`config.mk`:
```
export PLATFORM = sky130hd
export DESIGN_NAME = crc16_byte_engine_unit
export DESIGN_NICKNAME = d
export VERILOG_FILES = /design/src/rtl/crc16be_pkg.sv /design/src/rtl/crc16be_cfg_regs.sv /design/src/rtl/crc16be_fold.sv /design/src/rtl/crc16_byte_engine_unit.sv
export VERILOG_INCLUDE_DIRS = /design/src /design/src/rtl
export SDC_FILE = /design/constraint.sdc
export NUM_CORES = 1
export LEC_CHECK = 0
export ABC_CLOCK_PERIOD_IN_PS = 7100
export BUFFER_PORTS_ARGS = -buffer_cell sky130_fd_sc_hd__buf_2
export CAP_MARGIN = 10
export CORE_ASPECT_RATIO = 0.75
export CORE_MARGIN = 2
export CORE_UTILIZATION = 60
export CTS_BUF_LIST = sky130_fd_sc_hd__clkbuf_16
export CTS_CLUSTER_SIZE = 12
export DETAILED_ROUTE_END_ITERATION = 8
export GPL_TIMING_DRIVEN = 0
export PLACE_DENSITY = 0.75
export SETUP_SLACK_MARGIN = 0.1
export SYNTH_ARGS = -nofsm -noshare
export SYNTH_HDL_FRONTEND = slang
export SYNTH_SLANG_ARGS = --single-unit
```
`constraint.sdc`:
```
create_clock -name clk -period 7.1 [get_ports clk]
set_clock_uncertainty 0.05 [all_clocks]
set_input_delay 0.71 -clock clk [delete_from_list [all_inputs] [get_ports clk]]
set_output_delay 0.71 -clock clk [all_outputs]
set_load 0.01 [all_outputs]
```
`src/rtl/crc16_byte_engine_unit_macros.svh`:
```
// ----------------------------------------------------------------------------
// crc16_byte_engine_unit_macros
// Assertion macros shared by the CRC-16 byte engine RTL.
// ----------------------------------------------------------------------------
`ifndef CRC16_BYTE_ENGINE_UNIT_MACROS_SVH
`define CRC16_BYTE_ENGINE_UNIT_MACROS_SVH

// Same-cycle implication, checked outside reset.
`define CRC16BE_ASSERT_NOW(label, ante, cons, msg) \
  label: assert property (@(posedge clk) disable iff (!rst_n) (ante) |-> (cons)) \
    else $error(msg);

// Next-cycle implication, checked outside reset.
`define CRC16BE_ASSERT_NEXT(label, ante, cons, msg) \
  label: assert property (@(posedge clk) disable iff (!rst_n) (ante) |=> (cons)) \
    else $error(msg);

`endif

```
`src/rtl/crc16be_pkg.sv`:
```
// ----------------------------------------------------------------------------
// crc16be_pkg
// Shared types and constants of the CRC-16 byte engine.
// ----------------------------------------------------------------------------
`default_nettype none

package crc16be_pkg;

  localparam int CRC_W   = 16;
  localparam int BYTE_W  = 8;
  localparam int CFG_IDX_W = 8;

  // Register indexes of the configuration port.
  localparam logic [CFG_IDX_W-1:0] CFG_POLYNOMIAL  = 8'd0;
  localparam logic [CFG_IDX_W-1:0] CFG_LSB_FIRST   = 8'd1;
  localparam logic [CFG_IDX_W-1:0] CFG_START_VALUE = 8'd2;

  // Reset values of the configuration registers.
  localparam logic [CRC_W-1:0] POLY_RESET  = 16'h1021;
  localparam logic [CRC_W-1:0] START_RESET = 16'h0000;

  // Current configuration as seen by the datapath.
  typedef struct packed {
    logic [CRC_W-1:0] polynomial;
    logic             lsb_first;
    logic [CRC_W-1:0] start_value;
  } cfg_t;

endpackage

`default_nettype wire

```
`src/rtl/crc16be_cfg_regs.sv`:
```
// ----------------------------------------------------------------------------
// crc16be_cfg_regs
// Configuration register bank: polynomial, bit order and start value.
// ----------------------------------------------------------------------------
`default_nettype none

module crc16be_cfg_regs
  import crc16be_pkg::*;
(
  input  wire logic                 clk,
  input  wire logic                 rst_n,
  input  wire logic                 cfg_we,
  input  wire logic [CFG_IDX_W-1:0] cfg_index,
  input  wire logic [CRC_W-1:0]     cfg_wdata,
  output cfg_t                      cfg_o
);

  cfg_t cfg_r;
  cfg_t cfg_nxt;

  // Decode a write; indexes past the last register are dropped.
  always_comb begin
    cfg_nxt = cfg_r;
    if (cfg_we) begin
      if (cfg_index == CFG_POLYNOMIAL) begin
        cfg_nxt.polynomial = cfg_wdata;
      end else if (cfg_index == CFG_LSB_FIRST) begin
        cfg_nxt.lsb_first = cfg_wdata[0];
      end else if (cfg_index == CFG_START_VALUE) begin
        cfg_nxt.start_value = cfg_wdata;
      end
    end
  end

  always_ff @(posedge clk) begin
    if (!rst_n) begin
      cfg_r.polynomial  <= POLY_RESET;
      cfg_r.lsb_first   <= 1'b0;
      cfg_r.start_value <= START_RESET;
    end else begin
      cfg_r <= cfg_nxt;
    end
  end

  assign cfg_o = cfg_r;

endmodule

`default_nettype wire

```
`src/rtl/crc16be_fold.sv`:
```
// ----------------------------------------------------------------------------
// crc16be_fold
// Folds one byte into a CRC-16 value: eight unrolled XOR-shift steps.
// ----------------------------------------------------------------------------
`default_nettype none

module crc16be_fold
  import crc16be_pkg::*;
(
  input  wire logic [CRC_W-1:0]  crc_i,
  input  wire logic [BYTE_W-1:0] data_i,
  input  wire logic [CRC_W-1:0]  poly_i,
  input  wire logic              lsb_first_i,
  output logic      [CRC_W-1:0]  crc_o
);

  logic [CRC_W-1:0] rpoly;
  logic [CRC_W-1:0] crc_msb;
  logic [CRC_W-1:0] crc_lsb;

  // Bit-reversed polynomial for the right-shifting form.
  always_comb begin
    for (int k = 0; k < CRC_W; k++) begin
      rpoly[k] = poly_i[CRC_W-1-k];
    end
  end

  // MSB-first: data bit 7 down to 0 against register bit 15.
  always_comb begin
    logic fb;
    crc_msb = crc_i;
    for (int b = BYTE_W - 1; b >= 0; b--) begin
      fb      = crc_msb[CRC_W-1] ^ data_i[b];
      crc_msb = {crc_msb[CRC_W-2:0], 1'b0} ^ (fb ? poly_i : '0);
    end
  end

  // LSB-first: data bit 0 up to 7 against register bit 0.
  always_comb begin
    logic fb;
    crc_lsb = crc_i;
    for (int b = 0; b < BYTE_W; b++) begin
      fb      = crc_lsb[0] ^ data_i[b];
      crc_lsb = {1'b0, crc_lsb[CRC_W-1:1]} ^ (fb ? rpoly : '0);
    end
  end

  assign crc_o = lsb_first_i ? crc_lsb : crc_msb;

endmodule

`default_nettype wire

```
`src/rtl/crc16_byte_engine_unit.sv`:
```
// A byte is captured in the input register, then folded into the CRC register on out_tdata.
// Throughput: one byte per cycle unless stalled; CRC feeds back via one eight-step fold.
// A stalled result holds while the input register takes one more byte.
// Reset (rst_n low, synchronous): pipeline empty, CRC register zero,
// polynomial 0x1021, MSB first, start value zero.
// ----------------------------------------------------------------------------
// crc16_byte_engine_unit
// Configurable byte-wide CRC-16 engine with stream ports.
// ----------------------------------------------------------------------------
`default_nettype none

module crc16_byte_engine_unit
  import crc16be_pkg::*;
(
  input  wire logic                 clk,
  input  wire logic                 rst_n,
  // Input request channel.
  input  wire logic                 in_tvalid,
  output logic                      in_tready,
  input  wire logic [7:0]           in_tdata,   // [7:0] data_byte
  input  wire logic [0:0]           in_tuser,   // [0] first_byte
  // Result channel.
  output logic                      out_tvalid,
  input  wire logic                 out_tready,
  output logic      [15:0]          out_tdata,  // [15:0] crc_value
  // Configuration write port.
  input  wire logic                 cfg_we,
  input  wire logic [CFG_IDX_W-1:0] cfg_index,
  input  wire logic [CRC_W-1:0]     cfg_wdata
);

  cfg_t cfg;

  logic              in_valid_r;
  logic [BYTE_W-1:0] in_data_r;
  logic              in_first_r;
  logic              out_valid_r;
  logic [CRC_W-1:0]  crc_r;
  logic [CRC_W-1:0]  crc_nxt;
  logic [CRC_W-1:0]  crc_base;
  logic              load;
  logic              in_acc;
  logic              out_acc;

  crc16be_cfg_regs u_cfg (
    .clk       (clk),
    .rst_n     (rst_n),
    .cfg_we    (cfg_we),
    .cfg_index (cfg_index),
    .cfg_wdata (cfg_wdata),
    .cfg_o     (cfg)
  );

  // Handshake: the result stage loads when it is empty or being drained.
  assign out_acc   = out_valid_r && out_tready;
  assign load      = in_valid_r && (!out_valid_r || out_tready);
  assign in_tready = !in_valid_r || load;
  assign in_acc    = in_tvalid && in_tready;

  // Input register.
  always_ff @(posedge clk) begin
    if (!rst_n) begin
      in_valid_r <= 1'b0;
    end else if (in_tready) begin
      in_valid_r <= in_tvalid;
    end
  end

  always_ff @(posedge clk) begin
    if (in_acc) begin
      in_data_r  <= in_tdata;
      in_first_r <= in_tuser[0];
    end
  end

  // A first byte restarts from the start value.
  assign crc_base = in_first_r ? cfg.start_value : crc_r;

  crc16be_fold u_fold (
    .crc_i       (crc_base),
    .data_i      (in_data_r),
    .poly_i      (cfg.polynomial),
    .lsb_first_i (cfg.lsb_first),
    .crc_o       (crc_nxt)
  );

  // CRC register doubles as the result register; it only changes on a load.
  always_ff @(posedge clk) begin
    if (!rst_n) begin
      crc_r       <= '0;
      out_valid_r <= 1'b0;
    end else begin
      if (load) begin
        crc_r <= crc_nxt;
      end
      if (load) begin
        out_valid_r <= 1'b1;
      end else if (out_acc) begin
        out_valid_r <= 1'b0;
      end
    end
  end

  assign out_tvalid = out_valid_r;
  assign out_tdata  = crc_r;

  // Checks on the pipeline control.
  `include "crc16_byte_engine_unit_macros.svh"

  `CRC16BE_ASSERT_NEXT(a_load_shows_result, load, out_tvalid, "result missing after load")
  `CRC16BE_ASSERT_NEXT(a_drain_empties, out_acc && !load, !out_tvalid, "result repeated")
  `CRC16BE_ASSERT_NOW(a_stall_only_when_full, !in_tready,
    in_valid_r && out_valid_r && !out_tready, "input stalled without backpressure")

endmodule

`default_nettype wire
```
==> results of run 1 <==
[final cells by class]
| type | count | area [sq um] | area share |
|---|---|---|---|
| Clock inverter | 6 | 48.8 | 0.00580 |
| Buffer | 86 | 368 | 0.0437 |
| Timing Repair Buffer | 55 | 275 | 0.0327 |
| Tap cell | 166 | 208 | 0.0247 |
| Multi-Input combinational cell | 867 | 5950 | 0.707 |
| Sequential cell | 60 | 1290 | 0.153 |
| Clock buffer | 9 | 225 | 0.0268 |
| Inverter | 14 | 52.6 | 0.00624 |
[routing by layer]
metal,track usage,vias up,part of all wire,wire (microns)
met5,0,-,0,0
met4,0.120,0,0.032,847
met3,0.103,71,0.14,3780
met2,0.534,540,0.39,10400
met1,0.583,3593,0.44,11600
li1,-,3649,-,-
[final timing paths]
| kind | cells after the start | slack [ps] | endpoint | startpoint |
|---|---|---|---|---|
| min | 2 | 450 | u_cfg.cfg_o[7] | u_cfg.cfg_o[7] |
| max reg2reg | 15 | 1150 | out_tdata[9] | u_cfg.cfg_o[31] |
| max | 15 | 1150 | out_tdata[9] | u_cfg.cfg_o[31] |
| min reg2reg | 2 | 450 | u_cfg.cfg_o[7] | u_cfg.cfg_o[7] |
[where the power goes]
| group | switching (mW) | total [mW] | internal, mW | leakage [nW] |
|---|---|---|---|---|
| Combinational | 0.315 | 0.531 | 0.216 | 2.67 |
| Sequential | 0.0143 | 0.372 | 0.357 | 0.501 |
| Clock | 0.145 | 0.408 | 0.263 | 0.137 |
| Total | 0.474 | 1.31 | 0.836 | 3.30 |
[cells by family (layout without fill, tap and decap cells)]
kind of cell | count (synthesis) | in the layout | synth area share
AO/OA/AOI/OAI | 182 | 182 | 0.170
XOR/XNOR | 206 | 206 | 0.284
buffers and inverters | 100 | 170 | 0.0549
flip-flops | 60 | 60 | 0.169
multiplexers | 48 | 48 | 0.0685
AND/OR/NAND/NOR | 431 | 431 | 0.254
[flip-flops by register name, summed over array words and instances, names as in the netlist]
name         flops
in_data_r        8
in_first_r       1
in_valid_r       1
out_tdata       16
out_tvalid       1
u_cfg.cfg_o     33
[metrics by stage]
stage	instances	hold slack (ps)	area, sq um	power, mW	util
2_1_floorplan	1027	413	7660	0.749	-
3_3_place_gp	1248	427	8140	0.883	0.659
3_5_place_dp	1248	437	8140	0.885	0.659
4_1_cts	1263	447	8420	1.29	0.681
5_1_grt	1263	483	8420	1.35	0.681
6_report	1263	448	8420	1.31	0.681
[critical path, delay by kind of cell (launching register included)]
kind | cells | cell delay [ps]
compound gates | 4 | 1270
xor+xnor | 3 | 1280
buf+inv | 3 | 1280
flops | 1 | 300
mux | 1 | 410
simple gates | 4 | 1220
[cells in the final DEF, fill, tap and decap left out, drive strengths merged, types with 11 or more instances in the layout]
master	instances
xnor2	172
buf	78
o21ai	39
xor2	12
nor3	18
a31oi	12
nand4	12
nand3	36
nor2	61
nor2b	11
a211oi	24
dfxtp	51
mux2i	46
o211ai	14
xnor3	22
clkbuf	72
nand2	239
a21oi	33
==> metrics.md, run 1 <==
| Metric | Value |
|---|---|
| IO buf count | between 50 and 60 |
| Crit path setup slack, layout | about 1100 ps |
| Fraction of the yosys area taken by sequential cells | 0.169 |
| Cell types with the largest area share after synthesis | sky130_fd_sc_hd__xnor2_1 (19%), sky130_fd_sc_hd__dfxtp_1 (13%), sky130_fd_sc_hd__nand2_1 (12%) |
| Via count of the first global-routing pass | approximately 7,000 |
| Routed length per instance | 21.1 microns |
| Top_reg_cell synth | sky130_fd_sc_hd__dfxtp_1 |
| Clock Latency Late Sink | 330 ps |
| Critical Path, Cell by Cell | clkbuf_1 > clkinv_1 > nor2_1 > a221o_1 > xor2_2 > mux2_2 > a31oi_1 > nand2_1 > xnor3_1 > a211oi_1 > or2_2 > clkbuf_1 > nand2_1 > xnor2_1 > o221ai_1 |
| Seq cells post-synth | 60 |
| Setup crit end kind | register |
| Post-route ant nets | 0 |
| Global-route total usage across every layer | 0.387 |
| Finish-stage setup viols | 0 |
| Post-synth ARST share | 0 |
| Synthesized area per cell | 7.46 sq um |
| Number of H-tree branching levels | 3 |
| DP Worst Slack | about 1500 ps |
| Final Hold Violating Endpoints | 0 |
| Root buffer selected by CTS | sky130_fd_sc_hd__clkbuf_16 |
| Yosys top cell by area | sky130_fd_sc_hd__xnor2_1 |
| Wire length of the first global-routing pass | roughly 40,000 microns |
| Layout overhead on the synthesized area | 9.88% |
| Core Footprint | around 12,000 sq um |
| Share of Yosys cell area claimed by the top area cell type | 0.192 |
| Slew headroom | 0.281 |
| Sink Count | 60 |
| Number of synthesized flops with an enable pin | 9 |
| Post-CTS Setup Inserts | 0 |
| Run status | finished clean |
| HPWL after detailed placement | approximately 20,000 microns |
| Die width | 134 microns |
| Worst stage delay on the critical path | approximately 710 ps |
| Minimum period implied by the final worst setup slack | about 6000 ps |
| Synthesized netlist cell count | between 1,000 and 1,500 |
| Largest net degree at the start of global routing | 11 |
| Row Count | 35 |
| Count of maximum capacitance violations | 0 |
| Starting density of the core | 0.620 |
| DR iter-0 viols | between 1,000 and 1,500 |
| Die span in y | about 100 microns |
| Total of cells resized after clock tree synthesis | 0 |
| Setup repair after global routing missed its margin | false |
| Leakage Power | between 3 and 4 nW |
| Deepest clock path buffer count | 2 |
| IO Pins | 56 |
| Peak supply drop | 0.170 mV |
| Startpoint types | register |
| Critical-path cell with the highest stage delay | sky130_fd_sc_hd__nor2_1 |
| Number of nets in the layout | roughly 1,100 |
| Number of buffers inserted by hold repair at cts | 0 |
| Post-Syn Area | around 7700 sq um |
| TritonCTS buffer count | 9 |
| Synth Net Count | between 1,000 and 1,500 |
| Total number of vias | between 7,000 and 8,000 |
| Power Dens Cells | around 160 nW/um^2 |
| Commonest cells in the netlist | sky130_fd_sc_hd__nand2_1 (239), sky130_fd_sc_hd__xnor2_1 (168), sky130_fd_sc_hd__clkbuf_1 (63) |
| Die Footprint | about 14,000 sq um |
| Final weighted congestion in routability-driven placement | slightly above 1 |
| CP Data Required Time | 7250 ps |
| Post-route DRC | 0 |
| GRT overflow | 0 |
| Final clock period utilization by the worst path | 0.838 |
| Max-slew violation count | 0 |
| Filler cells | around 1,100 |
| Total number of yosys warnings | 0 |
| Clock tree from TritonCTS | done |
| Total inserted antenna cells | 0 |
| Setup TNS after final layout | 0 ps |
| Tightest Hold Check Type | reg2reg |
| Via-to-Cell Ratio | approximately 6.2 |
| Number of distinct library cell variants in the gate-level netlist after synthesis | 80 |
| Library cell with the highest instance count after synthesis | sky130_fd_sc_hd__nand2_1 |
| Achievable clock frequency | 168 MHz |
| Router iterations before antenna repair | 5 |
| Share of layout cells above drive strength 1 | 0.105 |
| Register clock-pin slew on the reported worst setup and hold paths | 50 ps |
| Final routed wirelength across all metal layers | ~27,000 microns |
| Slew at the pin closest to its max-slew limit | between 1000 and 1500 ps |
| Biggest fanout along the worst timing path | 10 |
| Arrival time worst endpoint | between 6000 and 7000 ps |
| Initial antenna violation count | 1 |
| Type of the worst setup path | reg2reg |
Power figures use the tool's default switching activity.
==> run 2: changes to the inputs <==
- ABC_CLOCK_PERIOD_IN_PS: 7100 -> 6020
- clock period: 7.1 -> 6.02 ns (I/O delays scaled with it)
==> metrics.md, run 2 (synthesis gave the netlist of run 1 again) <==
| Metric | Value |
|---|---|
| Run status | finished clean |
| Sink Count | 60 |
| Clock tree from TritonCTS | done |
| Max-slew violation count | 0 |
| Arrival time worst endpoint | between 5000 and 6000 ps |
| Number of H-tree branching levels | 3 |
| Leakage Power | approximately 3.3 nW |
| TritonCTS buffer count | 9 |
| Layout overhead on the synthesized area | 10.1% |
| Deepest clock path buffer count | 2 |
| Die span in y | around 100 microns |
| Share of layout cells above drive strength 1 | 0.108 |
| Detailed-route wire length on metal 1 | ~12,000 microns |
| Register clock-pin slew on the reported worst setup and hold paths | 60 ps |
| Clock Latency Late Sink | between 300 and 400 ps |
| Commonest cells after routing, fill and taps aside | sky130_fd_sc_hd__nand2_1 (239), sky130_fd_sc_hd__xnor2_1 (168), sky130_fd_sc_hd__buf_2 (64) |
| Top cell by count, worst path | sky130_fd_sc_hd__nand2_1 |
| Setup crit end kind | register |
| Post-route DRC | 0 |
| Biggest fanout along the worst timing path | 10 |
| Total inserted antenna cells | 0 |
| Routed length per instance | approximately 21 microns |
| Initial antenna violation count | 1 |
| Achievable clock frequency | 173 MHz |
| Post-route ant nets | 0 |
| Router iterations before antenna repair | 6 |
| CP Data Required Time | between 6000 and 7000 ps |
| Final routed wirelength across all metal layers | about 27,000 microns |
| Setup TNS after final layout | 0 ps |
| Setup repair after global routing missed its margin | false |
| Type of the worst setup path | reg2reg |
| Die width | 134 microns |
| Storage cell area | 1290 sq um |
| WL met3 | 3650 microns |
| DR iter-0 viols | 1,170 |
| Root buffer selected by CTS | sky130_fd_sc_hd__clkbuf_16 |
| Total number of vias | 7,900 |
| Final Hold Violating Endpoints | 0 |
| Critical Path, Cell by Cell | clkbuf_1 > clkinv_1 > nand2_1 > nor3_1 > o31ai_2 > nand2_1 > buf_4 > or3_1 > a31o_2 > a311oi_1 > nor4_1 > a211oi_1 > or2_2 > clkbuf_1 > nand2_1 > xnor2_1 > o221ai_1 |
| Die Footprint | between 10,000 and 15,000 sq um |
| Global-route total usage across every layer | 0.387 |
| IO Pins | 56 |
| Critical-path cell with the highest stage delay | sky130_fd_sc_hd__o31ai_2 |
| Count of maximum capacitance violations | 0 |
| Core Footprint | 12,300 sq um |
| Wire length of the first global-routing pass | 39,900 microns |
| Via-to-Cell Ratio | between 6 and 7 |
| Slew headroom | 0.287 |
| Number of buffers inserted by hold repair at cts | 0 |
| Largest net degree at the start of global routing | 11 |
| Area of the multi-input gates | 5960 sq um |
| GRT overflow | 0 |
| IO buf count | 55 |
| Power Dens Cells | ~180 nW/um^2 |
| Worst stage delay on the critical path | ~630 ps |
| Met2 routed wirelength | 10,300 microns |
| Top sig layer | met4 |
| Minimum period implied by the final worst setup slack | roughly 5800 ps |
| Row Count | 35 |
| Most frequent standard cell in the layout excluding fill and tap cells | sky130_fd_sc_hd__nand2_1 |
| HPWL after detailed placement | roughly 20,000 microns |
| Final clock period utilization by the worst path | 0.958 |
| Post-CTS Setup Inserts | 0 |
| Worst-case hold slack | around 400 ps |
| Slew at the pin closest to its max-slew limit | about 1100 ps |
| Starting density of the core | 0.620 |
| Tightest Hold Check Type | in2reg |
| Total of cells resized after clock tree synthesis | 0 |
| Finish-stage setup viols | 0 |
| Final weighted congestion in routability-driven placement | a little over 1 |
| Flip-flop count of the largest register, all copies and words added | 33 |
| Filler cells | ~1,100 |
| Startpoint types | register |
| Peak supply drop | 0.201 mV |
| Number of nets in the layout | between 1,000 and 1,500 |
| Via count of the first global-routing pass | approximately 7,000 |
| Final Util | 0.683 |
run 2: cell types whose count changed in the layout (fill, tap and decap cells not counted):
cell,before,now
sky130_fd_sc_hd__clkbuf_1,63,62
sky130_fd_sc_hd__clkbuf_2,0,1
sky130_fd_sc_hd__mux2i_1,42,41
sky130_fd_sc_hd__mux2i_2,1,2
sky130_fd_sc_hd__nor2_1,60,59
sky130_fd_sc_hd__nor2_2,1,2
sky130_fd_sc_hd__nor4b_1,2,1
sky130_fd_sc_hd__nor4b_2,1,2
run 2: layout make-up:
| cell class | instances | area share |
|---|---|---|
| Multi-Input combinational cell | 867 | 0.707 |
| Sequential cell | 60 | 0.153 |
| Buffer | 86 | 0.0438 |
| Timing Repair Buffer | 55 | 0.0327 |
| Clock buffer | 9 | 0.0267 |
| Tap cell | 166 | 0.0246 |
| Inverter | 14 | 0.00623 |
| Clock inverter | 6 | 0.00579 |
run 2: worst paths after layout:
kind / slack, ps / startpoint / depth (start not counted) / end
setup / recovery: 260 / u_cfg.cfg_o[31] / 17 / out_tdata[9]
hold / removal: 400 / in_tdata[3] / 1 / in_data_r[3]
setup reg to reg: 260 / u_cfg.cfg_o[31] / 17 / out_tdata[9]
hold reg to reg: 450 / u_cfg.cfg_o[10] / 2 / u_cfg.cfg_o[10]
run 2: metal layers:
metal  vias to the layer above  track usage
met5                         -            0
met4                         0        0.120
met2                       547        0.534
met1                      3616        0.583
met3                        71        0.103
li1                       3666            -
run 2: stage by stage:
stage	setup WS, ps	area (sq um)	total power, mW	instances
CTS	406	8420	1.52	1263
detailed placement	458	8140	1.04	1248
finish	255	8430	1.55	1263
floorplan	1620	7660	0.883	1027
global route	145	8430	1.59	1263
global placement	356	8140	1.04	1248
run 2: report_power, final:
part           switching [mW]  total [mW]  internal, mW
logic                   0.374       0.630         0.256
registers              0.0167       0.438         0.421
clock network           0.170       0.480         0.310
total                   0.560        1.55         0.987
run 2: worst max-delay path: cells and delay by family, from the launching register on:
family,cells,cell delay [ps]
compound gates,5,1870
simple gates,7,1510
buf+inv,4,1490
flops,1,300
xor+xnor,1,410
